==> config.mk <==
export PLATFORM = sky130hd
export DESIGN_NAME = mqtt_packet_receive_parser_top_flat
export DESIGN_NICKNAME = d
export VERILOG_FILES = /design/src/hw/rtl/mqttp_pkg.sv /design/src/hw/rtl/mqttp_if.sv /design/src/hw/rtl/mqttp_core.sv /design/src/hw/rtl/mqtt_packet_receive_parser_top.sv /design/src/flat_wrapper.sv
export VERILOG_INCLUDE_DIRS = /design/src /design/src/hw/rtl
export SDC_FILE = /design/constraint.sdc
export NUM_CORES = 1
export LEC_CHECK = 0
export ABC_CLOCK_PERIOD_IN_PS = 6500
export BUFFER_PORTS_ARGS = -buffer_cell sky130_fd_sc_hd__buf_4
export CELL_PAD_IN_SITES_DETAIL_PLACEMENT = 2
export CELL_PAD_IN_SITES_GLOBAL_PLACEMENT = 2
export CORE_MARGIN = 10
export CORE_UTILIZATION = 38
export CTS_BUF_LIST = sky130_fd_sc_hd__clkbuf_2 sky130_fd_sc_hd__clkbuf_4 sky130_fd_sc_hd__clkbuf_8
export CTS_CLUSTER_SIZE = 40
export DETAILED_ROUTE_END_ITERATION = 12
export PLACE_DENSITY = 0.81
export SETUP_SLACK_MARGIN = 0.15
export SLEW_MARGIN = 20
export SYNTH_ARGS = -nofsm -noshare
export SYNTH_HDL_FRONTEND = slang
export SYNTH_SLANG_ARGS = --single-unit
==> constraint.sdc <==
create_clock -name clk -period 6.5 [get_ports clk]
set_input_delay 0.65 -clock clk [delete_from_list [all_inputs] [get_ports clk]]
set_output_delay 0.65 -clock clk [all_outputs]
set_load 0.1 [all_outputs]
==> src/hw/rtl/mqtt_packet_receive_parser_top_macros.svh <==
// Assertion macros shared by the MQTT receive parser RTL
`ifndef MQTT_PACKET_RECEIVE_PARSER_TOP_MACROS_SVH
`define MQTT_PACKET_RECEIVE_PARSER_TOP_MACROS_SVH

// condition that must hold at every clock edge out of reset
`define MQTTP_ASSERT(lbl, cond, msg) \
  lbl: assert property (@(posedge clk) disable iff (!rst_n) (cond)) else $error(msg);

// consequent that must hold in the cycle after the antecedent
`define MQTTP_ASSERT_NXT(lbl, ante, cons, msg) \
  lbl: assert property (@(posedge clk) disable iff (!rst_n) (ante) |=> (cons)) \
    else $error(msg);

`endif

==> src/hw/rtl/mqttp_pkg.sv <==
// Types, codes and helpers for the MQTT receive parser
package mqttp_pkg;

  localparam int MAX_LENGTH_BYTES_DEF = 4;

  typedef logic [3:0]  role_t;
  typedef logic [7:0]  byte_t;
  typedef logic [3:0]  ptype_t;
  typedef logic [1:0]  qos_t;
  typedef logic [15:0] pid_t;
  typedef logic [2:0]  event_t;
  typedef logic [27:0] len_t;

  // byte roles
  localparam role_t ROLE_HDR     = 4'd0;
  localparam role_t ROLE_REJECT  = 4'd1;
  localparam role_t ROLE_LEN     = 4'd2;
  localparam role_t ROLE_TOPLEN  = 4'd3;
  localparam role_t ROLE_TOPIC   = 4'd4;
  localparam role_t ROLE_PID     = 4'd5;
  localparam role_t ROLE_PROP    = 4'd6;
  localparam role_t ROLE_PAYLOAD = 4'd7;
  localparam role_t ROLE_OTHER   = 4'd8;

  // packet events
  localparam event_t EV_NONE       = 3'd0;
  localparam event_t EV_CONNACK    = 3'd1;
  localparam event_t EV_PUBLISH    = 3'd2;
  localparam event_t EV_PINGRESP   = 3'd3;
  localparam event_t EV_DISCONNECT = 3'd4;
  localparam event_t EV_ACK        = 3'd5;
  localparam event_t EV_UNHANDLED  = 3'd6;

  // control packet types
  localparam ptype_t T_RESERVED   = 4'd0;
  localparam ptype_t T_CONNACK    = 4'd2;
  localparam ptype_t T_PUBLISH    = 4'd3;
  localparam ptype_t T_PUBACK     = 4'd4;
  localparam ptype_t T_PUBREC     = 4'd5;
  localparam ptype_t T_PUBREL     = 4'd6;
  localparam ptype_t T_PUBCOMP    = 4'd7;
  localparam ptype_t T_SUBACK     = 4'd9;
  localparam ptype_t T_PINGREQ    = 4'd12;
  localparam ptype_t T_PINGRESP   = 4'd13;
  localparam ptype_t T_DISCONNECT = 4'd14;

  typedef struct packed {
    role_t  byte_role;
    byte_t  data_byte;
    ptype_t packet_type;
    qos_t   qos_level;
    logic   retain_flag;
    pid_t   packet_id;
    logic   packet_end;
    event_t packet_event;
    logic   format_error;
    len_t   bytes_left;
    logic   property_present;
    logic   connected;
  } res_t;

  function automatic event_t event_of(input ptype_t t);
    event_t ev;
    unique case (t) inside
      T_CONNACK:    ev = EV_CONNACK;
      T_PUBLISH:    ev = EV_PUBLISH;
      T_PINGRESP:   ev = EV_PINGRESP;
      T_DISCONNECT: ev = EV_DISCONNECT;
      T_PUBACK, T_PUBREC, T_PUBREL, T_PUBCOMP, T_SUBACK, T_PINGREQ: ev = EV_ACK;
      default:      ev = EV_UNHANDLED;
    endcase
    return ev;
  endfunction

endpackage

==> src/hw/rtl/mqttp_if.sv <==
// Valid/ready channel interfaces for received bytes and labeled results
interface mqttp_in_if;
  import mqttp_pkg::*;
  logic  valid;
  logic  ready;
  byte_t rx_byte;
  modport source (output valid, output rx_byte, input ready);
  modport sink   (input valid, input rx_byte, output ready);
endinterface

interface mqttp_out_if;
  import mqttp_pkg::*;
  logic   valid;
  logic   ready;
  role_t  byte_role;
  byte_t  data_byte;
  ptype_t packet_type;
  qos_t   qos_level;
  logic   retain_flag;
  pid_t   packet_id;
  logic   packet_end;
  event_t packet_event;
  logic   format_error;
  len_t   bytes_left;
  logic   property_present;
  logic   connected;
  modport source (output valid, output byte_role, output data_byte, output packet_type,
                  output qos_level, output retain_flag, output packet_id,
                  output packet_end, output packet_event, output format_error,
                  output bytes_left, output property_present, output connected,
                  input ready);
  modport sink   (input valid, input byte_role, input data_byte, input packet_type,
                  input qos_level, input retain_flag, input packet_id,
                  input packet_end, input packet_event, input format_error,
                  input bytes_left, input property_present, input connected,
                  output ready);
endinterface

==> src/hw/rtl/mqttp_core.sv <==
// Parser state and per-byte step logic of the MQTT receive parser
module mqttp_core #(
  parameter int MAX_LENGTH_BYTES = mqttp_pkg::MAX_LENGTH_BYTES_DEF
) (
  input  logic             clk,
  input  logic             rst_n,
  input  logic             step_en,
  input  mqttp_pkg::byte_t rx_byte,
  output mqttp_pkg::res_t  res
);
  import mqttp_pkg::*;

  localparam logic [3:0] PH_HDR   = 4'd0;
  localparam logic [3:0] PH_LEN   = 4'd1;
  localparam logic [3:0] PH_TLH   = 4'd2;
  localparam logic [3:0] PH_TLL   = 4'd3;
  localparam logic [3:0] PH_TOP   = 4'd4;
  localparam logic [3:0] PH_PIDH  = 4'd5;
  localparam logic [3:0] PH_PIDL  = 4'd6;
  localparam logic [3:0] PH_PROP0 = 4'd7;
  localparam logic [3:0] PH_PROPV = 4'd8;
  localparam logic [3:0] PH_PAY   = 4'd9;
  localparam logic [3:0] PH_OTHER = 4'd10;

  localparam logic [2:0] MAX_LB = 3'(MAX_LENGTH_BYTES);

  logic [3:0]  phase_r, phase_nxt;
  ptype_t      type_r, type_nxt;
  qos_t        qos_r, qos_nxt;
  logic        retain_r, retain_nxt;
  len_t        rem_r, rem_nxt;
  logic [1:0]  vidx_r, vidx_nxt;
  logic [15:0] topic_r, topic_nxt;
  pid_t        pid_r, pid_nxt;
  logic        prop_r, prop_nxt;
  logic        conn_r, conn_nxt;

  logic        overrun;
  len_t        len_or;
  len_t        rem_dec;
  logic [15:0] topic_or;
  logic [15:0] topic_dec;
  logic [3:0]  after_topic;
  role_t       role;
  logic        pkt_end;
  logic        err;
  event_t      ev;
  len_t        left;

  assign overrun   = ({1'b0, vidx_r} + 3'd1) >= MAX_LB;
  assign rem_dec   = (rem_r != '0) ? rem_r - 28'd1 : rem_r;
  assign topic_or  = topic_r | {8'd0, rx_byte};
  assign topic_dec = topic_r - 16'd1;
  assign after_topic = (qos_r != '0) ? PH_PIDH : PH_PROP0;

  always_comb begin
    case (vidx_r)
      2'd0:    len_or = rem_r | {21'd0, rx_byte[6:0]};
      2'd1:    len_or = rem_r | {14'd0, rx_byte[6:0], 7'd0};
      2'd2:    len_or = rem_r | {7'd0, rx_byte[6:0], 14'd0};
      default: len_or = rem_r | {rx_byte[6:0], 21'd0};
    endcase
  end

  always_comb begin
    phase_nxt  = phase_r;
    type_nxt   = type_r;
    qos_nxt    = qos_r;
    retain_nxt = retain_r;
    rem_nxt    = rem_r;
    vidx_nxt   = vidx_r;
    topic_nxt  = topic_r;
    pid_nxt    = pid_r;
    prop_nxt   = prop_r;
    conn_nxt   = conn_r;
    role       = ROLE_OTHER;
    pkt_end    = 1'b0;
    err        = 1'b0;
    ev         = EV_NONE;
    left       = '0;

    unique case (phase_r) inside
      PH_LEN: begin
        role    = ROLE_LEN;
        rem_nxt = len_or;
        if (rx_byte[7]) begin
          if (overrun) begin
            err     = 1'b1;
            pkt_end = 1'b1;
          end else begin
            vidx_nxt = vidx_r + 2'd1;
          end
        end else begin
          left = len_or;
          if (len_or == '0) begin
            pkt_end = 1'b1;
            err     = (type_r == T_PUBLISH);
          end else begin
            phase_nxt = (type_r == T_PUBLISH) ? PH_TLH : PH_OTHER;
          end
        end
      end
      PH_TLH, PH_TLL, PH_TOP, PH_PIDH, PH_PIDL, PH_PROP0, PH_PROPV, PH_PAY,
      PH_OTHER: begin
        rem_nxt = rem_dec;
        case (phase_r)
          PH_TLH: begin
            role      = ROLE_TOPLEN;
            topic_nxt = {rx_byte, 8'd0};
            phase_nxt = PH_TLL;
          end
          PH_TLL: begin
            role      = ROLE_TOPLEN;
            topic_nxt = topic_or;
            phase_nxt = (topic_or != '0) ? PH_TOP : after_topic;
          end
          PH_TOP: begin
            role      = ROLE_TOPIC;
            topic_nxt = topic_dec;
            if (topic_dec == '0) phase_nxt = after_topic;
          end
          PH_PIDH: begin
            role      = ROLE_PID;
            pid_nxt   = {rx_byte, 8'd0};
            phase_nxt = PH_PIDL;
          end
          PH_PIDL: begin
            role      = ROLE_PID;
            pid_nxt   = pid_r | {8'd0, rx_byte};
            phase_nxt = PH_PROP0;
          end
          PH_PROP0: begin
            role = ROLE_PROP;
            if (rx_byte == '0) begin
              phase_nxt = PH_PAY;
            end else begin
              prop_nxt = 1'b1;
              vidx_nxt = 2'd0;
              if (rx_byte[7]) begin
                // first byte of the varint, index 0
                if (MAX_LB <= 3'd1) begin
                  err     = 1'b1;
                  pkt_end = 1'b1;
                end else begin
                  vidx_nxt  = 2'd1;
                  phase_nxt = PH_PROPV;
                end
              end else begin
                phase_nxt = PH_PAY;
              end
            end
          end
          PH_PROPV: begin
            role = ROLE_PROP;
            if (rx_byte[7]) begin
              if (overrun) begin
                err     = 1'b1;
                pkt_end = 1'b1;
              end else begin
                vidx_nxt = vidx_r + 2'd1;
              end
            end else begin
              phase_nxt = PH_PAY;
            end
          end
          PH_PAY:  role = ROLE_PAYLOAD;
          default: role = ROLE_OTHER;
        endcase
        left = rem_dec;
        if (!err && rem_dec == '0) begin
          pkt_end = 1'b1;
          if (phase_nxt != PH_PAY && phase_nxt != PH_OTHER) err = 1'b1;
        end
      end
      default: begin
        type_nxt   = rx_byte[7:4];
        qos_nxt    = '0;
        retain_nxt = 1'b0;
        pid_nxt    = '0;
        prop_nxt   = 1'b0;
        rem_nxt    = '0;
        vidx_nxt   = '0;
        topic_nxt  = '0;
        if (rx_byte[7:4] == T_RESERVED) begin
          role      = ROLE_REJECT;
          phase_nxt = PH_HDR;
        end else begin
          role = ROLE_HDR;
          if (rx_byte[7:4] == T_PUBLISH) begin
            qos_nxt    = rx_byte[2:1];
            retain_nxt = rx_byte[0];
          end
          phase_nxt = PH_LEN;
        end
      end
    endcase

    if (pkt_end) begin
      phase_nxt = PH_HDR;
      if (!err) begin
        ev = event_of(type_nxt);
        if (type_nxt == T_CONNACK)        conn_nxt = 1'b1;
        else if (ev == EV_DISCONNECT)     conn_nxt = 1'b0;
      end
    end
  end

  always_comb begin
    res.byte_role        = role;
    res.data_byte        = rx_byte;
    res.packet_type      = type_nxt;
    res.qos_level        = qos_nxt;
    res.retain_flag      = retain_nxt;
    res.packet_id        = pid_nxt;
    res.packet_end       = pkt_end;
    res.packet_event     = ev;
    res.format_error     = err;
    res.bytes_left       = left;
    res.property_present = prop_nxt;
    res.connected        = conn_nxt;
  end

  always_ff @(posedge clk) begin
    if (!rst_n) begin
      phase_r  <= PH_HDR;
      type_r   <= '0;
      qos_r    <= '0;
      retain_r <= 1'b0;
      rem_r    <= '0;
      vidx_r   <= '0;
      topic_r  <= '0;
      pid_r    <= '0;
      prop_r   <= 1'b0;
      conn_r   <= 1'b0;
    end else if (step_en) begin
      phase_r  <= phase_nxt;
      type_r   <= type_nxt;
      qos_r    <= qos_nxt;
      retain_r <= retain_nxt;
      rem_r    <= rem_nxt;
      vidx_r   <= vidx_nxt;
      topic_r  <= topic_nxt;
      pid_r    <= pid_nxt;
      prop_r   <= prop_nxt;
      conn_r   <= conn_nxt;
    end
  end

endmodule

==> src/hw/rtl/mqtt_packet_receive_parser_top.sv <==
// Top level of the MQTT receive parser: input register, parser core, result register
//
// Usage:
//   in_ch carries one received byte per transfer (valid/ready, rx_byte).
//   out_ch returns one labeled result per byte, in order: role, echoed byte,
//   packet type, qos, retain, packet id, end/event/error, bytes left,
//   property flag and the connected flag after that byte.
// Path: a byte taken on in_ch is presented on out_ch after two register stages,
//   first the input register, then the result register.
// Throughput: one byte per cycle while out_ch keeps up; the parser state updates
//   in one combinational step as a byte moves from input to result register.
// Stall: when out_ch is held off, the result register keeps its transfer and
//   the input register can still take one more byte; in_ch.ready then drops
//   until the result is taken.
// Reset (rst_n low, synchronous): both stages empty, parser waits for a
//   fixed header, connected flag cleared.
`include "mqtt_packet_receive_parser_top_macros.svh"

module mqtt_packet_receive_parser_top #(
  parameter int MAX_LENGTH_BYTES = mqttp_pkg::MAX_LENGTH_BYTES_DEF
) (
  input logic        clk,
  input logic        rst_n,
  mqttp_in_if.sink   in_ch,
  mqttp_out_if.source out_ch
);
  import mqttp_pkg::*;

  logic  s1_valid_r, s1_valid_nxt;
  byte_t s1_byte_r;
  logic  out_valid_r, out_valid_nxt;
  res_t  res_r;
  res_t  res;
  logic  s2_free;
  logic  step_en;
  logic  in_xfer;
  logic  ev_bad;
  logic  err_bad;
  logic  hdr_bad;

  assign s2_free  = !out_valid_r || out_ch.ready;
  assign step_en  = s1_valid_r && s2_free;
  assign in_ch.ready = !s1_valid_r || s2_free;
  assign in_xfer  = in_ch.valid && in_ch.ready;

  assign s1_valid_nxt  = in_xfer ? 1'b1 : (step_en ? 1'b0 : s1_valid_r);
  assign out_valid_nxt = step_en ? 1'b1 : (out_ch.ready ? 1'b0 : out_valid_r);

  mqttp_core #(
    .MAX_LENGTH_BYTES(MAX_LENGTH_BYTES)
  ) u_core (
    .clk     (clk),
    .rst_n   (rst_n),
    .step_en (step_en),
    .rx_byte (s1_byte_r),
    .res     (res)
  );

  always_ff @(posedge clk) begin
    if (!rst_n) begin
      s1_valid_r  <= 1'b0;
      out_valid_r <= 1'b0;
    end else begin
      s1_valid_r  <= s1_valid_nxt;
      out_valid_r <= out_valid_nxt;
    end
  end

  always_ff @(posedge clk) begin
    if (in_xfer) s1_byte_r <= in_ch.rx_byte;
    if (step_en) res_r <= res;
  end

  assign out_ch.valid            = out_valid_r;
  assign out_ch.byte_role        = res_r.byte_role;
  assign out_ch.data_byte        = res_r.data_byte;
  assign out_ch.packet_type      = res_r.packet_type;
  assign out_ch.qos_level        = res_r.qos_level;
  assign out_ch.retain_flag      = res_r.retain_flag;
  assign out_ch.packet_id        = res_r.packet_id;
  assign out_ch.packet_end       = res_r.packet_end;
  assign out_ch.packet_event     = res_r.packet_event;
  assign out_ch.format_error     = res_r.format_error;
  assign out_ch.bytes_left       = res_r.bytes_left;
  assign out_ch.property_present = res_r.property_present;
  assign out_ch.connected        = res_r.connected;

  assign ev_bad  = out_valid_r && res_r.packet_event != EV_NONE &&
                   !(res_r.packet_end && !res_r.format_error);
  assign err_bad = out_valid_r && res_r.format_error && !res_r.packet_end;
  assign hdr_bad = out_valid_r &&
                   (res_r.byte_role == ROLE_HDR || res_r.byte_role == ROLE_REJECT) &&
                   (res_r.bytes_left != '0 || res_r.packet_end);

  `MQTTP_ASSERT(a_event_only_at_clean_end, !ev_bad, "event outside a clean packet end")
  `MQTTP_ASSERT(a_error_ends_packet, !err_bad, "format error without packet end")
  `MQTTP_ASSERT(a_header_no_body, !hdr_bad, "header byte with body count or end")
  `MQTTP_ASSERT_NXT(a_step_loads_result, step_en, out_valid_r, "stepped byte not presented")

endmodule

==> src/flat_wrapper.sv <==
// flat-port wrapper written by rule: the top's interface ports become plain ports
module mqtt_packet_receive_parser_top_flat import mqttp_pkg::*;
#(
  parameter int MAX_LENGTH_BYTES = mqttp_pkg::MAX_LENGTH_BYTES_DEF
)
  (clk, rst_n, in_ch_valid, in_ch_rx_byte, in_ch_ready, out_ch_valid, out_ch_byte_role, out_ch_data_byte, out_ch_packet_type, out_ch_qos_level, out_ch_retain_flag, out_ch_packet_id, out_ch_packet_end, out_ch_packet_event, out_ch_format_error, out_ch_bytes_left, out_ch_property_present, out_ch_connected, out_ch_ready);
  mqttp_in_if in_ch_i ();
  mqttp_out_if out_ch_i ();
  input logic clk;
  input logic rst_n;
  input wire logic [$bits(in_ch_i.valid)-1:0] in_ch_valid;
  input wire logic [$bits(in_ch_i.rx_byte)-1:0] in_ch_rx_byte;
  output wire logic [$bits(in_ch_i.ready)-1:0] in_ch_ready;
  output wire logic [$bits(out_ch_i.valid)-1:0] out_ch_valid;
  output wire logic [$bits(out_ch_i.byte_role)-1:0] out_ch_byte_role;
  output wire logic [$bits(out_ch_i.data_byte)-1:0] out_ch_data_byte;
  output wire logic [$bits(out_ch_i.packet_type)-1:0] out_ch_packet_type;
  output wire logic [$bits(out_ch_i.qos_level)-1:0] out_ch_qos_level;
  output wire logic [$bits(out_ch_i.retain_flag)-1:0] out_ch_retain_flag;
  output wire logic [$bits(out_ch_i.packet_id)-1:0] out_ch_packet_id;
  output wire logic [$bits(out_ch_i.packet_end)-1:0] out_ch_packet_end;
  output wire logic [$bits(out_ch_i.packet_event)-1:0] out_ch_packet_event;
  output wire logic [$bits(out_ch_i.format_error)-1:0] out_ch_format_error;
  output wire logic [$bits(out_ch_i.bytes_left)-1:0] out_ch_bytes_left;
  output wire logic [$bits(out_ch_i.property_present)-1:0] out_ch_property_present;
  output wire logic [$bits(out_ch_i.connected)-1:0] out_ch_connected;
  input wire logic [$bits(out_ch_i.ready)-1:0] out_ch_ready;
  assign in_ch_i.valid = in_ch_valid;
  assign in_ch_i.rx_byte = in_ch_rx_byte;
  assign in_ch_ready = in_ch_i.ready;
  assign out_ch_valid = out_ch_i.valid;
  assign out_ch_byte_role = out_ch_i.byte_role;
  assign out_ch_data_byte = out_ch_i.data_byte;
  assign out_ch_packet_type = out_ch_i.packet_type;
  assign out_ch_qos_level = out_ch_i.qos_level;
  assign out_ch_retain_flag = out_ch_i.retain_flag;
  assign out_ch_packet_id = out_ch_i.packet_id;
  assign out_ch_packet_end = out_ch_i.packet_end;
  assign out_ch_packet_event = out_ch_i.packet_event;
  assign out_ch_format_error = out_ch_i.format_error;
  assign out_ch_bytes_left = out_ch_i.bytes_left;
  assign out_ch_property_present = out_ch_i.property_present;
  assign out_ch_connected = out_ch_i.connected;
  assign out_ch_i.ready = out_ch_ready;
  mqtt_packet_receive_parser_top #(.MAX_LENGTH_BYTES(MAX_LENGTH_BYTES)) u_core (.clk(clk), .rst_n(rst_n), .in_ch(in_ch_i), .out_ch(out_ch_i));
endmodule
==> results of run 1 <==
## cell usage in the layout (no fill, tap or decap), types with 3 or more instances in the layout
master / count
a211oi_1: 25
a21o_1: 7
a21oi_1: 115
a22o_1: 7
a22oi_1: 18
a31oi_1: 10
a32oi_1: 4
and2_1: 7
buf_4: 103
clkbuf_8: 17
clkinvlp_4: 3
dfxtp_1: 77
edfxtp_1: 78
ha_1: 4
inv_1: 15
inv_6: 4
inv_8: 4
mux2i_1: 4
nand2_1: 130
nand2b_1: 13
nand3_1: 13
nand4_1: 5
nand4b_1: 3
nor2_1: 125
nor2b_1: 6
nor3_1: 24
nor4_1: 14
nor4b_1: 6
o211a_1: 8
o21a_1: 4
o21ai_0: 73
o22ai_1: 9
o31ai_1: 7
o41ai_1: 5
or2_2: 7
or3_1: 14
or4_1: 11
xnor2_1: 15
xor2_1: 6
## power by group through the flow
stage                     clock [mW]  combinational [mW]  sequential, mW
after global placement             0               0.543            1.11
after detailed placement           0               0.556            1.11
after global routing           0.809               0.613            1.09
after CTS                      0.768               0.564            1.09
after floorplan                    0               0.284            1.23
final                          0.754               0.571            1.09
## metal layers
| metal | track usage (%) | vias up | share of wire (%) |
|---|---|---|---|
| met5 | 0 | - | 0 |
| met4 | 6.42 | 0 | 2.1 |
| met3 | 3.87 | 49 | 3.7 |
| met2 | 38.2 | 164 | 50 |
| met1 | 28.7 | 4168 | 45 |
| li1 | - | 3746 | - |
## worst max-delay path, delay by kind of cell, from the launching register on
family / cells / cell delay [ns]
AOI/OAI and AO/OA: 1 / 0.41
buffers and inverters: 1 / 0.23
DFF: 1 / 0.43
muxes: 1 / 0.34
and+or+nand+nor: 7 / 2.48
## registers in the layout, indices dropped and copies added (netlist names), 8 cells and up
signal                    count
u_core.out_ch.data_byte       8
u_core.u_core.topic_r        16
u_core.u_core.rem_r          28
u_core.u_core.pid_r          16
u_core.out_ch.bytes_left     28
u_core.s1_byte_r              8
u_core.out_ch.packet_id      16
## final timing paths
path	endpoint	slack, ns	cells past startpoint
min	u_core.s1_byte_r[7]	0.34	1
min reg2reg	u_core.u_core.pid_r[7]	0.46	2
max reg2reg	u_core.out_ch.connected	2.37	10
max	u_core.out_ch.connected	2.37	10
## cells by family (layout without fill, tap and decap cells)
logic type | count (synthesis) | in the layout
simple gates | 397 | 397
compound gates | 322 | 322
flops | 155 | 155
buf+inv | 98 | 155
xor+xnor | 21 | 21
mux | 7 | 7
fa+ha+maj | 4 | 4
## cell type report
cell class / instances / area share, %
clock buffer: 18 / 2.48
timing repair buffer: 104 / 8.10
inverter: 19 / 0.759
clock inverter: 14 / 1.54
sequential: 155 / 39.9
tap: 280 / 3.60
multi-input combinational: 751 / 43.6
## metrics by stage
stage          instances  utilization (%)  setup WS [ns]  area (µm²)
2_1_floorplan       1004                -           2.55        8500
3_3_place_gp        1308             42.6           2.17        9320
3_5_place_dp        1308             42.6           2.01        9320
4_1_cts             1340             44.4           1.97        9710
5_1_grt             1341             44.4           2.20        9730
6_report            1341             44.4           2.37        9730
==> metrics.txt, run 1 <==
status complete, no violations; Max-Cap Viols 0; Area Growth Syn to Fin 14.5%; CP Cell Sequence or4_1 > or3_1 > nor4_4 > buf_8 > or3_1 > nand4_1 > nor4_2 > nor2_2 > o31ai_4 > mux2_4; Slowest-stage cell, CP or4_1; Worst IR Drop VDD between 0.0001 and 0.00015 V; largest family of logic cells by synthesized area compound AO/OA/AOI/OAI gates; CP required approximately 6.7 ns; CTS tree built; Simple-Gate Fraction of Synth Area between 20% and 30%; adder-cell area share of the yosys netlist less than 1%; CTS H-tree depth 4; # rows 54; Resize count post-CTS 0; Synth Area in XOR/XNOR ~2.2%; RSZ-0062 raised after global routing no; Die Span Y ~170 µm; clock share of power between 30% and 40%; CP startpoint u_core.u_core.rem_r[4]; post-synth top area share about 28%; Hold Path Origin in_ch_rx_byte[7]; maximum number of pins on one net before global-route repair 66; sequential power share a little under half; Detailed Route WL between 30 and 40 mm; Compound-Gate Fraction of Synth Area between 20% and 30%; post-synthesis mux area share less than 1%; Via density between 6 and 7; TritonRoute pass-1 iters 5; total gr overflow 0; Synth area leader edfxtp_1; first-pass GRT wire length approximately 52 mm; CTS max path bufs 2; hold slack 0.344 ns; syn_nets 1020; share of layout cells above drive strength 1 roughly 16%; # hold bufs at CTS 0; Synth Cell Area 8500 µm²; PortBufs 83; Pwr Density between 200 and 250 nW/µm²; post-DP HPWL around 21 mm; Seq/Total Area, Yosys around 46%; Filler cells 2441; Setup Viol. Count Final 0; Hold/Removal Path Class in -> reg; fin crit share 63.6%; synthesized area per cell approximately 8.5 µm²; Yosys cell types slightly below 80; die width roughly 170 µm; Worst setup SP type flop; Final nets about 1100; final hold violations 0; GPL Wtd Cong ~0.87; Setup Crit Path Kind reg -> reg; remaining antenna violation count 0; Post-Syn Instances between 1000 and 1500; ant diodes 0; Worst R2R Start u_core.u_core.rem_r[4]; CP max FO 16; combinational power share 23.6%; die area about 29000 µm²; total setup buffers inserted after CTS 0; initial antenna violation count 0; Critical Path Max Stage Delay 0.73 ns; synth cell count leaders nand2_1, nor2_1, a21oi_1; residual DRC count 0; gr usage total about 22%; DR iter-0 viols roughly 590; clk_skew slightly above 0.02 ns; post-route minimum period 4.13 ns; Worst EP arrival ~4.4 ns; Sequential cell area 3880 µm²; Routed WL per cell about 24 µm; dominant synthesized flop cell edfxtp_1; root buf cell clkbuf_8; CTS clk-pin slew, worst paths around 0.11 ns; num ports 84; Crit path top cell by count or3_1; Clock Sinks 155; Relative slew margins ~27%; Net Sw Power 0.880 mW; Final Max Tran Viols 0; Worst-Margin Slew 1.08 ns; fmax ~0.24 GHz; DR vias slightly above 8000; Std-Cell Core Area ~22000 µm²; vias in the first global route about 8800; CTS buffer count 17; sw frac 36.5%; Async SR Flop Fraction 0%; Yosys reg bits ~160; Worst Setup End Kind flop; Total Power 2.41 mW; initial core utilization approximately two fifths; synth top area cells edfxtp_1, dfxtp_1, a21oi_1; top-count cell post-synth nand2_1; Fin Setup TNS 0 ns; clk_lat worst skew between 0.4 and 0.5 ns; P_int 1.53 mW; synth warn 0; multi-input logic area ~4200 µm²; LEAKAGE approximately 3.6 nW; number of flops mapped to enable cells by yosys about 80
Power figures use the tool's default switching activity.
==> run 2: changes to the inputs <==
Settings changed: ABC_AREA set to 1, ABC_CLOCK_PERIOD_IN_PS 6500 to 3500, CORE_UTILIZATION 38 to 32, PLACE_DENSITY 0.81 to 0.76.
Clock period 6.5 ns to 3.5 ns, I/O delays scaled along.
==> run 2 against run 1 <==
  * Clock-buffer cell count down 1
  * Critical path depth is 6 higher
  * Critical endpoint unchanged
  * Sequential power rose by 96%
  * First-iteration DRC count down 8.2%
  * Core utilization is 5.8 points lower
  * Clock skew is essentially flat
  * Worst setup slack got worse by 2.0 ns
  * Global-route usage shrank 2.1 points
  * Routed wire length up 6.0%
  * Worst hold slack worse by 0.30 ns
  * Sequential cell count stayed put
  * Clock power rose by 95%
==> metrics.txt, run 2 <==
number of flops mapped to enable cells by yosys 78 (unchanged); dominant synthesized flop cell edfxtp_1; Die Span Y 183 µm (+8.1%); Post-Syn Instances 1146 (+14%); synth cell count leaders nand2_1, o21ai_0, nor2_1; Yosys reg bits 155 (unchanged); top-count cell post-synth nand2_1; Max-Cap Viols 0 (unchanged); die width 183 µm (+8.1%); Final Max Tran Viols 0 (unchanged); Fin Setup TNS 0 ns (unchanged); Hold/Removal Path Class in -> reg; Seq/Total Area, Yosys 45.6% (-0.15 points); CP max FO 11 (-5); total gr overflow 0 (unchanged); Detailed Route WL 34.4 mm (+6.0%); Hold Path Origin in_ch_rx_byte[1]; gr usage total 20.4% (-2.1 points); num ports 84 (unchanged); Routed WL per cell 21.6 µm (-11%); Pwr Density 535 nW/µm² (+120%); Via density 5.39 (-11%); Setup Viol. Count Final 0 (unchanged); Std-Cell Core Area 26100 µm² (+19%); Setup Crit Path Kind reg -> reg; syn_nets 1162 (+14%); DR vias 8588 (+5.7%); synthesized area per cell 7.44 µm² (-12%); synth warn 0 (unchanged); pre-CTS WS 0.348 ns (-1.66 ns); clk_lat worst skew 0.49 ns (about the same); Clock Sinks 155 (unchanged); status complete, no violations; CTS buffer count 17 (unchanged); ant diodes 0 (unchanged); post-DP HPWL 25.1 mm (+17%); worst hold stages 1 (unchanged); CP startpoint u_core.u_core.phase_r[1]; # rows 59 (+9.3%); GPL Wtd Cong 0.902 (+3.9%); PortBufs 83 (unchanged); CP required 3.73 ns (-3.01 ns); die area 33600 µm² (+17%); maximum number of pins on one net before global-route repair 84 (+27%); post-route minimum period 3.09 ns (-1.04 ns); CTS max path bufs 2 (unchanged); final core occ 38.7% (-5.8 points); CTS H-tree depth 4 (unchanged); Worst IR Drop VDD 0.000228 V (+86%); LEAKAGE 4.28 nW (+20%); CTS tree built; synth top area cells edfxtp_1, dfxtp_1, nand2_1; Relative slew margins 35.0% (+8.0 points); CTS clk-pin slew, worst paths 0.11 ns (about the same); Synth area leader edfxtp_1; commonest non-fill, non-tap cell in the layout nand2_1; residual DRC count 0 (unchanged); root buf cell clkbuf_8; Worst Setup End Kind flop; fmax 0.323 GHz (+34%); Async SR Flop Fraction 0% (unchanged); Synth Cell Area 8530 µm² (+0.34%); DR iter-0 viols 539 (-8.2%); share of layout cells above drive strength 1 16.3% (+0.56 points); Final nets 1261 (+19%); TritonRoute pass-1 iters 5 (unchanged); RSZ-0062 raised after global routing no; most frequent cells in the layout nand2_1, o21ai_0, inv_1, nor2_1, buf_4; initial antenna violation count 0 (unchanged); Yosys cell types 48 (-38%); Worst Slack Setup Final 0.406 ns (-1.96 ns); remaining antenna violation count 0 (unchanged); vias in the first global route 9227 (+4.9%); R2R cell count 16 (+6); Worst-Margin Slew 0.975 ns (-0.110 ns); first-pass GRT wire length 53.4 mm (+3.2%); clk_skew 0.0206 ns (+0.000401 ns); fin crit share 88.4% (+25 points); post-synth top area share 27.5% (-0.093 points); initial core utilization 32.6% (-6.2 points); Worst R2R Start u_core.u_core.phase_r[1]; final hold violations 0 (unchanged); Worst EP arrival 3.33 ns (-1.05 ns); Area Growth Syn to Fin 18.5%; Worst setup SP type flop
run 2: cell types whose count changed in the layout (fill, tap and decap cells not counted), sizes merged, moves of 15 or more:
cell / change
a21oi: -57
nor2: +19
o21ai: +70
a31oi: +18
or3: -15
inv: +123
buf: +17
nand3: +65
a22oi: -17
nand2: +128
run 2: worst max-delay path, cell delays in order, from the launching register on:
cell and delay, ns:
dfxtp_1 0.53, inv_2 0.10, nor2_2 0.09, buf_4 0.19
inv_1 0.07, nor2_1 0.39, nor3_2 0.11, nand2_2 0.29
nand2_1 0.14, o21ai_2 0.14, inv_2 0.11, nor2_1 0.11
nand2_1 0.09, a21oi_1 0.19, nand4_1 0.12, nand2_1 0.12
inv_1 0.05
run 2: power breakdown:
part           switching [mW]  internal, mW  leakage (nW)  total [mW]
Sequential             0.0935          2.05          1.39        2.14
Combinational            1.35         0.444          2.68        1.79
Clock                   0.911         0.562         0.209        1.47
run 2: cell families after synthesis:
logic type | synth area share, %
AOI/OAI and AO/OA | 16.8
and+or+nand+nor | 27.9
adders and majority gates | 0.587
xor gates and xnor gates | 0.616
buffers and inverters | 8.50
DFF | 45.6
run 2: path summary, 6_finish.rpt:
kind                                                end  slack, ns
worst max-delay path            u_core.out_ch.connected       0.41
worst max register to register  u_core.out_ch.connected       0.41
worst min register to register  u_core.u_core.pid_r[15]       0.49
worst min-delay path                u_core.s1_byte_r[1]       0.04
run 2: timing repair:
item | 4_1_cts | 5_1_grt
hold buffers | 0 | 0
buffers inserted | 0 | 3
resized for setup | 0 | 4
setup endpoints to repair | 0 | 9
run 2: area by class of cell:
class / count / area (µm²)
fill: 3131 / 16000
multi-input combinational: 808 / 3930
sequential: 155 / 3880
timing repair buffer: 121 / 908
inverter: 142 / 536
tap: 335 / 419
clock buffer: 17 / 234
clock inverter: 15 / 190
run 2: layer usage:
metal	global-route usage (%)	wire (µm)
met1	23.2	14400
met2	37.6	18100
met3	3.81	1170
met4	6.49	791
met5	0	0
run 2: stage by stage:
stage	hold WS, ns	total power [mW]	instances	instance area, µm²
6_report	0.0393	5.40	1593	10100
5_1_grt	0.00505	5.69	1593	10100
4_1_cts	0.00805	5.44	1590	10100
3_5_place_dp	0.471	3.94	1558	9640
3_3_place_gp	0.460	3.90	1558	9640
2_1_floorplan	0.424	3.40	1146	8530
==> run 3: changes to the inputs <==
Settings changed: CTS_CLUSTER_DIAMETER set to 120, GPL_TIMING_DRIVEN set to 0.
==> run 3 against run 2 <==
  * Combinational power is essentially flat
  * Non-clock buffer count grew 4
  * Cell count grew 0.25%
  * First-iteration DRC count shrank 12%
  * Clock power is essentially flat
  * Clock-buffer cell count is the same
  * Global-route usage grew 0.55 points
  * Critical path type unchanged
  * Critical endpoint is now u_core.u_core.phase_r[1]
==> metrics.txt, run 3 (synthesis results as in run 2) <==
Met2 Wirelength 17.8 mm (-1.3%); gr usage total 21.0% (+0.55 points); Critical Path Max Stage Delay 0.61 ns (+0.08 ns); R2R Path End u_core.u_core.phase_r[1]; first-pass GRT wire length 54.3 mm (+1.7%); remaining antenna violation count 0 (unchanged); # placed instances 1565 (+0.45%); Highest Signal Layer met4; most frequent cells in the layout nand2_1, o21ai_0, nor2_1, inv_1, buf_4; root buf cell clkbuf_8; die width 183 µm (unchanged); post-route minimum period 3.17 ns (+0.0774 ns); Worst-Margin Slew 0.743 ns (-0.231 ns); R2R cell count 14 (-2); RSZ-0062 raised after global routing yes; worst reg2reg setup slack 0.33 ns (-0.08 ns); Die Span Y 183 µm (unchanged); CTS tree built; initial core utilization 32.6% (unchanged); Max-Cap Viols 0 (unchanged); CTS max path bufs 2 (unchanged); Worst IR Drop VDD 0.000217 V (-4.8%); TritonRoute pass-1 iters 5 (unchanged); residual DRC count 0 (unchanged); clk_skew 0.0196 ns (-0.000996 ns); Setup Viol. Count Final 0 (unchanged); status complete, no violations; fin crit share 90.6% (+2.2 points); Critical Path Sink u_core.u_core.phase_r[1]; Relative slew margins 50.4% (+15 points); hold slack 0.0324 ns (-0.00695 ns); Worst Setup End Kind flop; buffers and inverters on the worst path 3 (-2); Via density 5.34 (-0.91%); fmax 0.315 GHz (-2.4%); Area Growth Syn to Fin 18.1%; cell family with most CP delay simple AND/OR/NAND/NOR gates; total gr overflow 0 (unchanged); post-DP HPWL 26.4 mm (+5.2%); Routed WL per cell 21.9 µm (+1.3%); Setup Crit Path Kind reg -> reg; Worst EP arrival 3.52 ns (+0.19 ns); vias in the first global route 9334 (+1.2%); clk_lat worst skew 0.49 ns (about the same); Layout Cells excl Fill 1597 (+0.25%); ant diodes 0 (unchanged); Hold/Removal Path Class in -> reg; commonest non-fill, non-tap cell in the layout nand2_1; Fin Setup TNS 0 ns (unchanged); PortBufs 83 (unchanged); Pwr Density 534 nW/µm² (about the same); CP required 3.85 ns (+0.12 ns); final hold violations 0 (unchanged); num ports 84 (unchanged); Stages on worst setup path 14 (-2); Crit path top cell by count nand2_1; Std-Cell Core Area 26100 µm² (unchanged); Slowest-stage cell, CP edfxtp_1; CP Cell Sequence clkinvlp_4 > o21ai_0 > nor4_1 > nand3_1 > o21ai_0 > nand2_1 > nand2_4 > inv_2 > nand3_2 > nand2_4 > clkinv_1 > nand2_1 > nand2_1 > nor2_1; die area 33600 µm² (unchanged); total setup buffers inserted after CTS 0 (unchanged); WL met1 15.0 mm (+4.0%); GPL Wtd Cong 0.915 (+1.5%); CTS clk-pin slew, worst paths 0.11 ns (about the same); CP startpoint u_core.s1_byte_r[6]; share of layout cells above drive strength 1 14.8% (-1.5 points); LEAKAGE 4.17 nW (-2.6%); maximum number of pins on one net before global-route repair 48 (-43%); Worst R2R Start u_core.s1_byte_r[6]; # rows 59 (unchanged); CP max FO 7 (-4); CTS buffer count 17 (unchanged); Worst setup SP type flop; Final nets 1265 (+0.32%); DR vias 8531 (-0.66%); Final Max Tran Viols 0 (unchanged); Clock Sinks 155 (unchanged); initial antenna violation count 0 (unchanged); Detailed Route WL 35.0 mm (+1.6%); met3 routed WL 1.37 mm (+17%); CTS H-tree depth 4 (unchanged); DR iter-0 viols 477 (-12%)
==> run 3: cell types whose count changed in the layout (fill, tap and decap cells not counted), sizes merged <==
| cell | change |
|---|---|
| buf | -22 |
| clkbuf | +26 |
| clkinv | +2 |
| clkinvlp | +5 |
| inv | -7 |
==> run 3: cell type report <==
type / instances / area, µm²
Fill cell: 3126 / 16100
Multi-Input combinational cell: 808 / 3940
Sequential cell: 155 / 3880
Timing Repair Buffer: 84 / 643
Inverter: 142 / 556
Tap cell: 335 / 419
Clock buffer: 17 / 234
Buffer: 41 / 194
Clock inverter: 15 / 191
==> run 3: repair_timing <==
action,CTS,global route
hold buffers,0,0
gates cloned,0,0
endpoints found under the setup margin,4,13
resized for setup,4,10
pin swaps,0,1
==> run 3: per-stage QoR <==
stage | worst slack, ns | power [mW] | util [%] | area, µm²
after global placement | 0.119 | 3.90 | 36.6 | 9570
after CTS | 0.166 | 5.42 | 38.4 | 10000
after detailed placement | 0.0636 | 3.94 | 36.7 | 9590
after global routing | 0.139 | 5.68 | 38.5 | 10100
after floorplan | 0.759 | 3.40 | - | 8530
final | 0.329 | 5.38 | 38.5 | 10100
==> run 3: per-layer routing <==
metal / up-vias / track usage (%)
li1: 4057 / -
met1: 4259 / 24.7
met2: 168 / 37.1
met3: 47 / 4.43
met4: 0 / 6.75
met5: - / 0
==> run 3: worst min path at each step <==
stage | to | cells past startpoint | slack (ns) | start
after floorplan | u_core.out_ch.data_byte[7] | 0 | 0.42 | u_core.s1_byte_r[7]
after global placement | u_core.out_ch.data_byte[7] | 0 | 0.44 | u_core.s1_byte_r[7]
after detailed placement | u_core.out_ch.data_byte[7] | 0 | 0.46 | u_core.s1_byte_r[7]
after CTS | u_core.s1_byte_r[1] | 1 | 0.02 | in_ch_rx_byte[1]
after global routing | u_core.s1_byte_r[5] | 1 | 0.006 | in_ch_rx_byte[5]
final | u_core.s1_byte_r[3] | 1 | 0.03 | in_ch_rx_byte[3]
==> run 3: power breakdown <==
group	leakage [nW]	switching, mW	internal (mW)
registers	1.39	0.102	2.05
logic	2.57	1.33	0.433
clock network	0.211	0.905	0.558
total	4.17	2.34	3.04
